--- src/pdfd_pkg.sv ---
`timescale 1ns / 1ps
// Shared types and constants of the pulse-distance frame decoder.
// Used by every module of the block but pdfd_fifo; depends on nothing.
package pdfd_pkg;

	localparam int WIDTH_BITS = 20;
	localparam int FRAME_BITS = 40;
	localparam int POS_BITS   = 6;
	localparam int TIME_BITS  = WIDTH_BITS + 1;
	localparam int IDX_BITS   = 3;
	localparam int CMD_DEPTH  = 2;
	localparam int RES_DEPTH  = 2;

	localparam logic [IDX_BITS-1:0] REG_HDR_MARK_MIN  = 3'd0;
	localparam logic [IDX_BITS-1:0] REG_HDR_SPACE_MIN = 3'd1;
	localparam logic [IDX_BITS-1:0] REG_MARK_MAX      = 3'd2;
	localparam logic [IDX_BITS-1:0] REG_SPACE_ZERO    = 3'd3;
	localparam logic [IDX_BITS-1:0] REG_SPACE_ONE     = 3'd4;
	localparam logic [IDX_BITS-1:0] REG_TIMEOUT       = 3'd5;
	localparam logic [IDX_BITS-1:0] REG_TIME_LIMIT    = 3'd6;

	localparam logic [WIDTH_BITS-1:0] RST_HDR_MARK_MIN  = 20'd7000;
	localparam logic [WIDTH_BITS-1:0] RST_HDR_SPACE_MIN = 20'd3000;
	localparam logic [WIDTH_BITS-1:0] RST_MARK_MAX      = 20'd500;
	localparam logic [WIDTH_BITS-1:0] RST_SPACE_ZERO    = 20'd600;
	localparam logic [WIDTH_BITS-1:0] RST_SPACE_ONE     = 20'd1500;
	localparam logic [WIDTH_BITS-1:0] RST_TIMEOUT       = 20'd50000;
	localparam logic [WIDTH_BITS-1:0] RST_TIME_LIMIT    = 20'd70000;

	localparam logic [1:0] ST_OK    = 2'd0;
	localparam logic [1:0] ST_EARLY = 2'd1;
	localparam logic [1:0] ST_SLOW  = 2'd2;

	typedef struct packed {
		logic                  line_level;
		logic [WIDTH_BITS-1:0] pulse_width;
	} pulse_t;

	typedef struct packed {
		logic [1:0]            status;
		logic [7:0]            temperature;
		logic [7:0]            water_level;
		logic [FRAME_BITS-1:0] raw_frame;
		logic [POS_BITS-1:0]   bits_received;
	} result_t;

	typedef struct packed {
		logic [WIDTH_BITS-1:0] header_mark_min;
		logic [WIDTH_BITS-1:0] header_space_min;
		logic [WIDTH_BITS-1:0] mark_max;
		logic [WIDTH_BITS-1:0] space_zero_max;
		logic [WIDTH_BITS-1:0] space_one_max;
		logic [WIDTH_BITS-1:0] pulse_timeout;
		logic [WIDTH_BITS-1:0] frame_time_limit;
	} cfg_t;

	// classified pulse handed from front to back
	typedef struct packed {
		logic                  level;
		logic [WIDTH_BITS-1:0] raw;
		logic                  timed_out;
		logic                  raw_zero;
		logic                  gt_hdr_mark;
		logic                  gt_hdr_space;
		logic                  lt_mark_max;
		logic                  mark_max_nz;
		logic                  lt_space_zero;
		logic                  lt_space_one;
	} class_t;

endpackage

--- src/pulse_distance_frame_decoder.sv ---
`timescale 1ns / 1ps
// Pulse-distance frame decoder top level: config registers, front, queues, back.
// A frame-ending request is registered in the command queue; the back then writes its result into the result queue.
// Throughput: one pulse per cycle; the back stalls only while the result queue is full.
// Reset: arst_n clears queues and frame state and loads default thresholds.
// Depends on pdfd_pkg, pdfd_fifo, pdfd_front, pdfd_back.
module pulse_distance_frame_decoder #(
	parameter int CMD_DEPTH = pdfd_pkg::CMD_DEPTH,
	parameter int RES_DEPTH = pdfd_pkg::RES_DEPTH
) (
	input  logic                                clk,
	input  logic                                arst_n,
	input  logic                                push,
	output logic                                full,
	input  pdfd_pkg::pulse_t                    pulse,
	output logic                                empty,
	input  logic                                pop,
	output pdfd_pkg::result_t                   result,
	input  logic                                wr_en,
	input  logic [pdfd_pkg::IDX_BITS-1:0]       wr_index,
	input  logic [pdfd_pkg::WIDTH_BITS-1:0]     wr_data
);
	pdfd_pkg::cfg_t    cfg_q;
	pdfd_pkg::class_t  cls_in, cls_out;
	pdfd_pkg::result_t res;
	logic              cls_empty, cls_pop, res_full, res_push;

	always_ff @(posedge clk or negedge arst_n) begin
		if (!arst_n) begin
			cfg_q.header_mark_min  <= pdfd_pkg::RST_HDR_MARK_MIN;
			cfg_q.header_space_min <= pdfd_pkg::RST_HDR_SPACE_MIN;
			cfg_q.mark_max         <= pdfd_pkg::RST_MARK_MAX;
			cfg_q.space_zero_max   <= pdfd_pkg::RST_SPACE_ZERO;
			cfg_q.space_one_max    <= pdfd_pkg::RST_SPACE_ONE;
			cfg_q.pulse_timeout    <= pdfd_pkg::RST_TIMEOUT;
			cfg_q.frame_time_limit <= pdfd_pkg::RST_TIME_LIMIT;
		end else if (wr_en) begin
			unique case (wr_index)
				pdfd_pkg::REG_HDR_MARK_MIN:  cfg_q.header_mark_min  <= wr_data;
				pdfd_pkg::REG_HDR_SPACE_MIN: cfg_q.header_space_min <= wr_data;
				pdfd_pkg::REG_MARK_MAX:      cfg_q.mark_max         <= wr_data;
				pdfd_pkg::REG_SPACE_ZERO:    cfg_q.space_zero_max   <= wr_data;
				pdfd_pkg::REG_SPACE_ONE:     cfg_q.space_one_max    <= wr_data;
				pdfd_pkg::REG_TIMEOUT:       cfg_q.pulse_timeout    <= wr_data;
				pdfd_pkg::REG_TIME_LIMIT:    cfg_q.frame_time_limit <= wr_data;
				default: cfg_q <= cfg_q;
			endcase
		end
	end

	pdfd_front u_front (
		.cfg   (cfg_q),
		.pulse (pulse),
		.cls   (cls_in)
	);

	pdfd_fifo #(
		.WIDTH ($bits(pdfd_pkg::class_t)),
		.DEPTH (CMD_DEPTH)
	) u_cmd_fifo (
		.clk    (clk),
		.arst_n (arst_n),
		.push   (push),
		.wdata  (cls_in),
		.full   (full),
		.pop    (cls_pop),
		.rdata  (cls_out),
		.empty  (cls_empty)
	);

	pdfd_back u_back (
		.clk        (clk),
		.arst_n     (arst_n),
		.time_limit (cfg_q.frame_time_limit),
		.cls        (cls_out),
		.cls_empty  (cls_empty),
		.cls_pop    (cls_pop),
		.res_full   (res_full),
		.res_push   (res_push),
		.res        (res)
	);

	pdfd_fifo #(
		.WIDTH ($bits(pdfd_pkg::result_t)),
		.DEPTH (RES_DEPTH)
	) u_res_fifo (
		.clk    (clk),
		.arst_n (arst_n),
		.push   (res_push),
		.wdata  (res),
		.full   (res_full),
		.pop    (pop),
		.rdata  (result),
		.empty  (empty)
	);

endmodule

--- src/pdfd_fifo.sv ---
`timescale 1ns / 1ps
// Small register queue with show-ahead read, used between decoder stages.
// Depends on nothing.
module pdfd_fifo #(
	parameter int WIDTH = 8,
	parameter int DEPTH = 2
) (
	input  logic             clk,
	input  logic             arst_n,
	input  logic             push,
	input  logic [WIDTH-1:0] wdata,
	output logic             full,
	input  logic             pop,
	output logic [WIDTH-1:0] rdata,
	output logic             empty
);
	localparam int AW = $clog2(DEPTH);
	localparam int CW = $clog2(DEPTH + 1);

	logic [WIDTH-1:0] mem_q [DEPTH];
	logic [AW-1:0]    wr_ptr_q, rd_ptr_q;
	logic [CW-1:0]    count_q;
	logic             wr_ok, rd_ok;

	assign full  = (count_q == CW'(DEPTH));
	assign empty = (count_q == '0);
	assign wr_ok = push && !full;
	assign rd_ok = pop && !empty;
	assign rdata = mem_q[rd_ptr_q];

	always_ff @(posedge clk or negedge arst_n) begin
		if (!arst_n) begin
			wr_ptr_q <= '0;
			rd_ptr_q <= '0;
			count_q  <= '0;
		end else begin
			if (wr_ok) begin
				wr_ptr_q <= (wr_ptr_q == AW'(DEPTH - 1)) ? '0 : wr_ptr_q + 1'b1;
			end
			if (rd_ok) begin
				rd_ptr_q <= (rd_ptr_q == AW'(DEPTH - 1)) ? '0 : rd_ptr_q + 1'b1;
			end
			unique case ({wr_ok, rd_ok})
				2'b10: count_q <= count_q + 1'b1;
				2'b01: count_q <= count_q - 1'b1;
				default: count_q <= count_q;
			endcase
		end
	end

	always_ff @(posedge clk) begin
		if (wr_ok) begin
			mem_q[wr_ptr_q] <= wdata;
		end
	end

endmodule

--- src/pdfd_front.sv ---
`timescale 1ns / 1ps
// Front of the decoder: compares each pulse width against the thresholds.
// Depends on pdfd_pkg.
module pdfd_front (
	input  pdfd_pkg::cfg_t   cfg,
	input  pdfd_pkg::pulse_t pulse,
	output pdfd_pkg::class_t cls
);
	always_comb begin
		cls.level         = pulse.line_level;
		cls.raw           = pulse.pulse_width;
		cls.timed_out     = pulse.pulse_width > cfg.pulse_timeout;
		cls.raw_zero      = pulse.pulse_width == '0;
		cls.gt_hdr_mark   = pulse.pulse_width > cfg.header_mark_min;
		cls.gt_hdr_space  = pulse.pulse_width > cfg.header_space_min;
		cls.lt_mark_max   = pulse.pulse_width < cfg.mark_max;
		cls.mark_max_nz   = cfg.mark_max != '0;
		cls.lt_space_zero = pulse.pulse_width < cfg.space_zero_max;
		cls.lt_space_one  = pulse.pulse_width < cfg.space_one_max;
	end

endmodule

--- src/pdfd_back.sv ---
`timescale 1ns / 1ps
// Back of the decoder: frame state machine, bit assembly and time budget.
// Depends on pdfd_pkg.
module pdfd_back (
	input  logic                                 clk,
	input  logic                                 arst_n,
	input  logic [pdfd_pkg::WIDTH_BITS-1:0]      time_limit,
	input  pdfd_pkg::class_t                     cls,
	input  logic                                 cls_empty,
	output logic                                 cls_pop,
	input  logic                                 res_full,
	output logic                                 res_push,
	output pdfd_pkg::result_t                    res
);
	localparam int TB = pdfd_pkg::TIME_BITS;
	localparam int FB = pdfd_pkg::FRAME_BITS;
	localparam int PB = pdfd_pkg::POS_BITS;

	typedef enum logic [1:0] {PH_IDLE, PH_HDR_SPACE, PH_MARK, PH_SPACE} phase_t;

	phase_t          phase_q, phase_nx;
	logic [PB-1:0]   pos_q, pos_nx, done;
	logic [FB-1:0]   frame_q, frame_nx;
	logic [TB-1:0]   elapsed_q, elapsed_nx, base;
	logic [TB:0]     sum;
	logic            expect_hi, wz, fin;
	logic [1:0]      st;
	logic [PB-1:0]   cnt;

	assign cls_pop   = !cls_empty && !res_full;
	assign expect_hi = (phase_q == PH_IDLE) || (phase_q == PH_MARK);
	assign wz        = cls.timed_out || cls.raw_zero || (cls.level != expect_hi);
	assign done      = PB'(FB - 1) - pos_q;
	assign base      = (phase_q == PH_IDLE) ? '0 : elapsed_q;
	assign sum       = {1'b0, base} + (TB + 1)'(cls.raw);
	assign elapsed_nx = sum[TB] ? '1 : sum[TB-1:0];

	always_comb begin
		phase_nx = phase_q;
		pos_nx   = pos_q;
		frame_nx = frame_q;
		fin      = 1'b0;
		st       = pdfd_pkg::ST_EARLY;
		cnt      = done;
		unique case (phase_q)
			PH_IDLE: begin
				frame_nx = '0;
				pos_nx   = PB'(FB - 1);
				if (!wz && cls.gt_hdr_mark) begin
					phase_nx = PH_HDR_SPACE;
				end
			end
			PH_HDR_SPACE: begin
				phase_nx = (!wz && cls.gt_hdr_space) ? PH_MARK : PH_IDLE;
			end
			PH_MARK: begin
				if (wz ? cls.mark_max_nz : cls.lt_mark_max) begin
					phase_nx = PH_SPACE;
				end else begin
					fin = 1'b1;
				end
			end
			PH_SPACE: begin
				if (wz || (!cls.lt_space_zero && !cls.lt_space_one)) begin
					fin = 1'b1;
				end else begin
					if (!cls.lt_space_zero) begin
						frame_nx = frame_q | (FB'(1) << pos_q);
					end
					if (pos_q == '0) begin
						fin = 1'b1;
						st  = pdfd_pkg::ST_OK;
						cnt = PB'(FB);
					end else begin
						pos_nx   = pos_q - 1'b1;
						phase_nx = PH_MARK;
					end
				end
			end
			default: phase_nx = PH_IDLE;
		endcase
		if (fin) begin
			phase_nx = PH_IDLE;
		end
	end

	assign res_push          = cls_pop && fin;
	assign res.status        = (elapsed_nx >= {1'b0, time_limit}) ? pdfd_pkg::ST_SLOW : st;
	assign res.temperature   = frame_nx[31:24];
	assign res.water_level   = frame_nx[23:16];
	assign res.raw_frame     = frame_nx;
	assign res.bits_received = cnt;

	always_ff @(posedge clk or negedge arst_n) begin
		if (!arst_n) begin
			phase_q   <= PH_IDLE;
			pos_q     <= PB'(FB - 1);
			frame_q   <= '0;
			elapsed_q <= '0;
		end else if (cls_pop) begin
			phase_q   <= phase_nx;
			pos_q     <= pos_nx;
			frame_q   <= frame_nx;
			elapsed_q <= elapsed_nx;
		end
	end

endmodule

--- config.mk ---
export PLATFORM = sky130hd
export DESIGN_NAME = pulse_distance_frame_decoder
export DESIGN_NICKNAME = d
export VERILOG_FILES = /design/src/pdfd_pkg.sv /design/src/pulse_distance_frame_decoder.sv /design/src/pdfd_fifo.sv /design/src/pdfd_front.sv /design/src/pdfd_back.sv
export SDC_FILE = /design/constraint.sdc
export NUM_CORES = 1
export LEC_CHECK = 0
export BUFFER_PORTS_ARGS = -buffer_cell sky130_fd_sc_hd__buf_2
export CAP_MARGIN = 10
export CORE_ASPECT_RATIO = 0.6
export CORE_MARGIN = 2
export CORE_UTILIZATION = 50
export DETAILED_ROUTE_END_ITERATION = 10
export GPL_TIMING_DRIVEN = 0
export HOLD_SLACK_MARGIN = 0.03
export PLACE_DENSITY = 0.69
export SYNTH_ARGS = -nofsm -noshare
export SYNTH_HDL_FRONTEND = slang
export SYNTH_HIERARCHICAL = 1
export SYNTH_SLANG_ARGS = --single-unit
--- constraint.sdc ---
create_clock -name clk -period 7.04 [get_ports clk]
set_input_delay 1.408 -clock clk [delete_from_list [all_inputs] [get_ports clk]]
set_output_delay 1.408 -clock clk [all_outputs]
set_load 0.05 [all_outputs]
==> impl_results.md <==
- Worst-Skew Late Latency: between 0.5 and 0.6 ns
- Hold buffer count at CTS: 0
- Initial Util: 50.76%
- I/O pins: 115
- Synth top area share: 26.23%
- Yosys reg bits: 403
- Clock tree buffer depth: 3
- P_int: 5872 uW
- Combinational group share of total power: 47.8%
- Routed vias/inst: 5.668
- Remaining antenna violation count: 0
- Worst r2r src: u_back/phase_q[0]
- Maximum vdd drop: roughly 0.00021 V
- Maximum fanout along the worst path: 10
- Max-Cap Viols: 0
- NumNets Final: 2120
- Clock transition at the registers of the reported paths: approximately 0.06 ns
- CTS tree: yes
- Largest family of logic cells by synthesized area: multiplexers
- Routed WL: 52.35 mm
- Flop pwr share: 31.4%
- Area delta synth->final: 12.53%
- Status: finished clean
- Post-synthesis adder-cell area fraction: around 10%
- Post-synthesis mux area share: 13.78%
- Die Ht: between 150 and 200 um
- Post-layout power: 9914 uW
- Via count: 14180
- Clock sink count: 403
- Die area: 0.04430 mm^2
- Hold path depth: 2
- Port bufs: 113
- Ant diodes: 0
- Pleak: 0.01059 uW
- Compound-gate portion of the synthesized area: 8.915%
- WL per Instance: 20.92 um
- Mapped Cells: 1741
- Sw Share: 40.77%
- Root buf cell: clkbuf_16
- # rows: 58
- Pre-CTS setup slack: around 0.65 ns
- DIE WIDTH: 270.4 um
- Number of global-route vias before repair: approximately 14000
- Reg2reg setup slack: around 0.52 ns
- Largest net degree at the start of global routing: 118
- Fin crit period: 6.524 ns
- Seq/Total Area, Yosys: 52.02%
- Worst r2r path cells: 19
- Number of enable flip-flop cells after synthesis: about 190
- Core area: 0.04195 mm^2
- Hold endpoint: u_back/elapsed_q[0]
- Fmax: between 0.15 and 0.2 GHz
- Starting DRT DRC Count: 1144
- Post-Syn Area per Cell: between 10 and 15 um^2
- Cell area after synthesis: around 0.021 mm^2
- Post-synthesis simple-gate area fraction: between 8 and 9%
- Slew @ Worst Pin: 1.206 ns
- Syn_nets: 1961
- Startpoint types: register
- Setup TNS: 0 ns
- Crit path capture type: register
- Synth warn: 6
- Hold Crit Class: register to register
- Clock skew: 0.02038 ns
- GP Congestion: 0.9207
- Setup WS post-layout: 0.5160 ns
- Crit path DAT: around 6.7 ns
- RSZ-0062 raised after global routing: false
- Worst EP required: between 7 and 8 ns
- Worst slew margin: 18.74%
- Asr flop ratio synth: 53.85%
- Detailed placer's ending HPWL: between 30 and 40 mm
- Period utilization: between 90 and 100%
- Final setup vio count: 0
- Remaining global-route overflow: 0
- Synth unique cells: 79
- Largest cells by area after synthesis: edfxtp_1 26%, dfrtp_1 20%, mux2_2 10%
- FF-to-FF End: u_res_fifo/mem_q[1][63]
- Largest area contributor in the netlist: edfxtp_1
- Initial antenna violation count: 0
- Cts repair resizes: 0
- Post-CTS Setup Inserts: 0
- Net Sw Power: 4042 uW
- Pwr/cell area: slightly above 400 mW/mm^2
- Clk network pwr share: 20.8%
- Drt pass-1 iters: 5
- Layout cells sized above 1: 30.07%
- Final hold vios: 0
- Post-synth top flop: edfxtp_1
- Total track usage: 23.71%
- CTS Buf Count: 40
- CP Class: register to register
- Xor/xnor cell area share of the yosys netlist: 1.028%
- Hold_sp: u_back/elapsed_q[0]
- Pins over their slew limit: 0
- Global-route wire length before repair: 80.36 mm
- H-tree Lvls: 2
- # DRC: 0
-- cell families (layout without fill, tap and decap cells) --
family,count (synthesis),count (layout)
fa+ha+maj,171,171
simple gates,348,348
flops,403,403
compound gates,298,298
mux,244,244
buf+inv,252,443
xor+xnor,25,25
-- power by group through the flow --
stage               registers [uW]  logic (uW)  clock network (uW)
CTS                           3110        4670                2100
finish                        3110        4740                2070
detailed placement            3160        4640                   0
global route                  3160        5170                2210
global placement              3140        4500                   0
floorplan                     3100        3450                   0
-- state kept, by name, indices dropped and copies added, names as in the netlist --
name / flops
cfg_q: 140
u_back/elapsed_q: 21
u_back/frame_q: 40
u_back/phase_q: 2
u_back/pos_q: 6
u_cmd_fifo/count_q: 2
u_cmd_fifo/mem_q: 58
u_cmd_fifo/rd_ptr_q: 1
u_cmd_fifo/wr_ptr_q: 1
u_res_fifo/count_q: 2
u_res_fifo/mem_q: 128
u_res_fifo/rd_ptr_q: 1
u_res_fifo/wr_ptr_q: 1
-- cell usage after synthesis, drive strengths merged (4+ instances only) --
master	count
mux2	242
edfxtp	186
dfrtp	170
ha	170
inv	151
a21oi	131
nor2	127
buf	73
nand2	59
dfstp	47
nor2b	35
a31oi	33
nand4	30
o21ai	30
clkbuf	27
a21o	26
and3	19
nand3	18
xnor2	17
a211oi	14
nor3	12
nor4	10
o211ai	10
and2	9
nand2b	9
o21a	8
xor2	8
a21boi	5
a22oi	5
or2	5
o221ai	4
o31ai	4
-- layout make-up --
class / instances / area, um^2
buffer: 100 / 680.7
timing repair buffer: 117 / 670.6
fill: 3492 / 17990
clock inverter: 22 / 123.9
sequential: 403 / 11070
clock buffer: 52 / 1139
multi-input combinational: 1086 / 8986
inverter: 152 / 570.5
tap: 570 / 713.2
-- routing by layer --
metal | track usage [%] | vias up | share of wire, %
met5 | 0 | - | 0
met4 | 5.073 | 0 | 1.7
met3 | 6.316 | 63 | 8.9
met2 | 33.22 | 418 | 40
met1 | 36.47 | 7127 | 49
li1 | - | 6574 | -
-- cells in the final DEF, fill, tap and decap left out, types with 17 or more instances in the layout --
cell       Yosys  layout
mux2_2       191     191
edfxtp_1     186     186
dfrtp_1      170     170
ha_1         170     170
inv_1        150     150
buf_2         14     126
a21oi_1      123     123
nor2_1       119     117
nand2_1       59      59
mux2_4        50      50
dfstp_2       47      47
buf_4         42      42
clkbuf_16      0      42
nor2b_1       34      34
a31oi_1       33      33
clkbuf_1      26      31
o21ai_0       30      30
nand4_1       30      30
a21o_1        26      26
nand3_1       18      18
xnor2_1       17      17
-- worst max-delay path: stages (launching register included) --
cell	delay, ns
dfrtp_1	0.40
inv_1	0.12
ha_1	0.42
clkbuf_1	0.53
nor2b_1	0.11
ha_1	0.37
o21ai_0	0.42
a21oi_1	0.21
a31o_2	0.35
a22oi_1	0.39
buf_2	0.33
buf_2	0.30
nand2_1	0.13
ha_1	0.31
a21oi_1	0.12
o21ai_0	0.11
a31oi_1	0.38
o311ai_0	0.17
a221oi_1	0.66
o21ai_0	0.34
-- worst max-delay path by stage --
stage | startpoint | endpoint | slack [ns] | cells past startpoint
after floorplan | u_cmd_fifo/rd_ptr_q | u_res_fifo/mem_q[0][0] | 1.92 | 9
after global placement | u_cmd_fifo/rd_ptr_q | u_res_fifo/mem_q[0][63] | 0.004 | 9
after detailed placement | u_back/phase_q[0] | u_res_fifo/mem_q[0][63] | 0.65 | 19
after CTS | u_back/phase_q[0] | u_res_fifo/mem_q[1][63] | 0.59 | 19
after global routing | u_back/phase_q[0] | u_res_fifo/mem_q[0][63] | 0.13 | 19
final | u_back/phase_q[0] | u_res_fifo/mem_q[1][63] | 0.52 | 19
-- per-stage QoR --
step	hold slack [ns]	instances	util [%]	instance area, um^2
floorplan	0.4422	1741	-	21290
global placement	0.4594	2424	53.81	22570
detailed placement	0.4767	2428	54.11	22700
CTS	0.4907	2502	57.12	23960
global route	0.5156	2502	57.12	23960
finish	0.4871	2502	57.12	23960
Power figures use the tool's default switching activity.
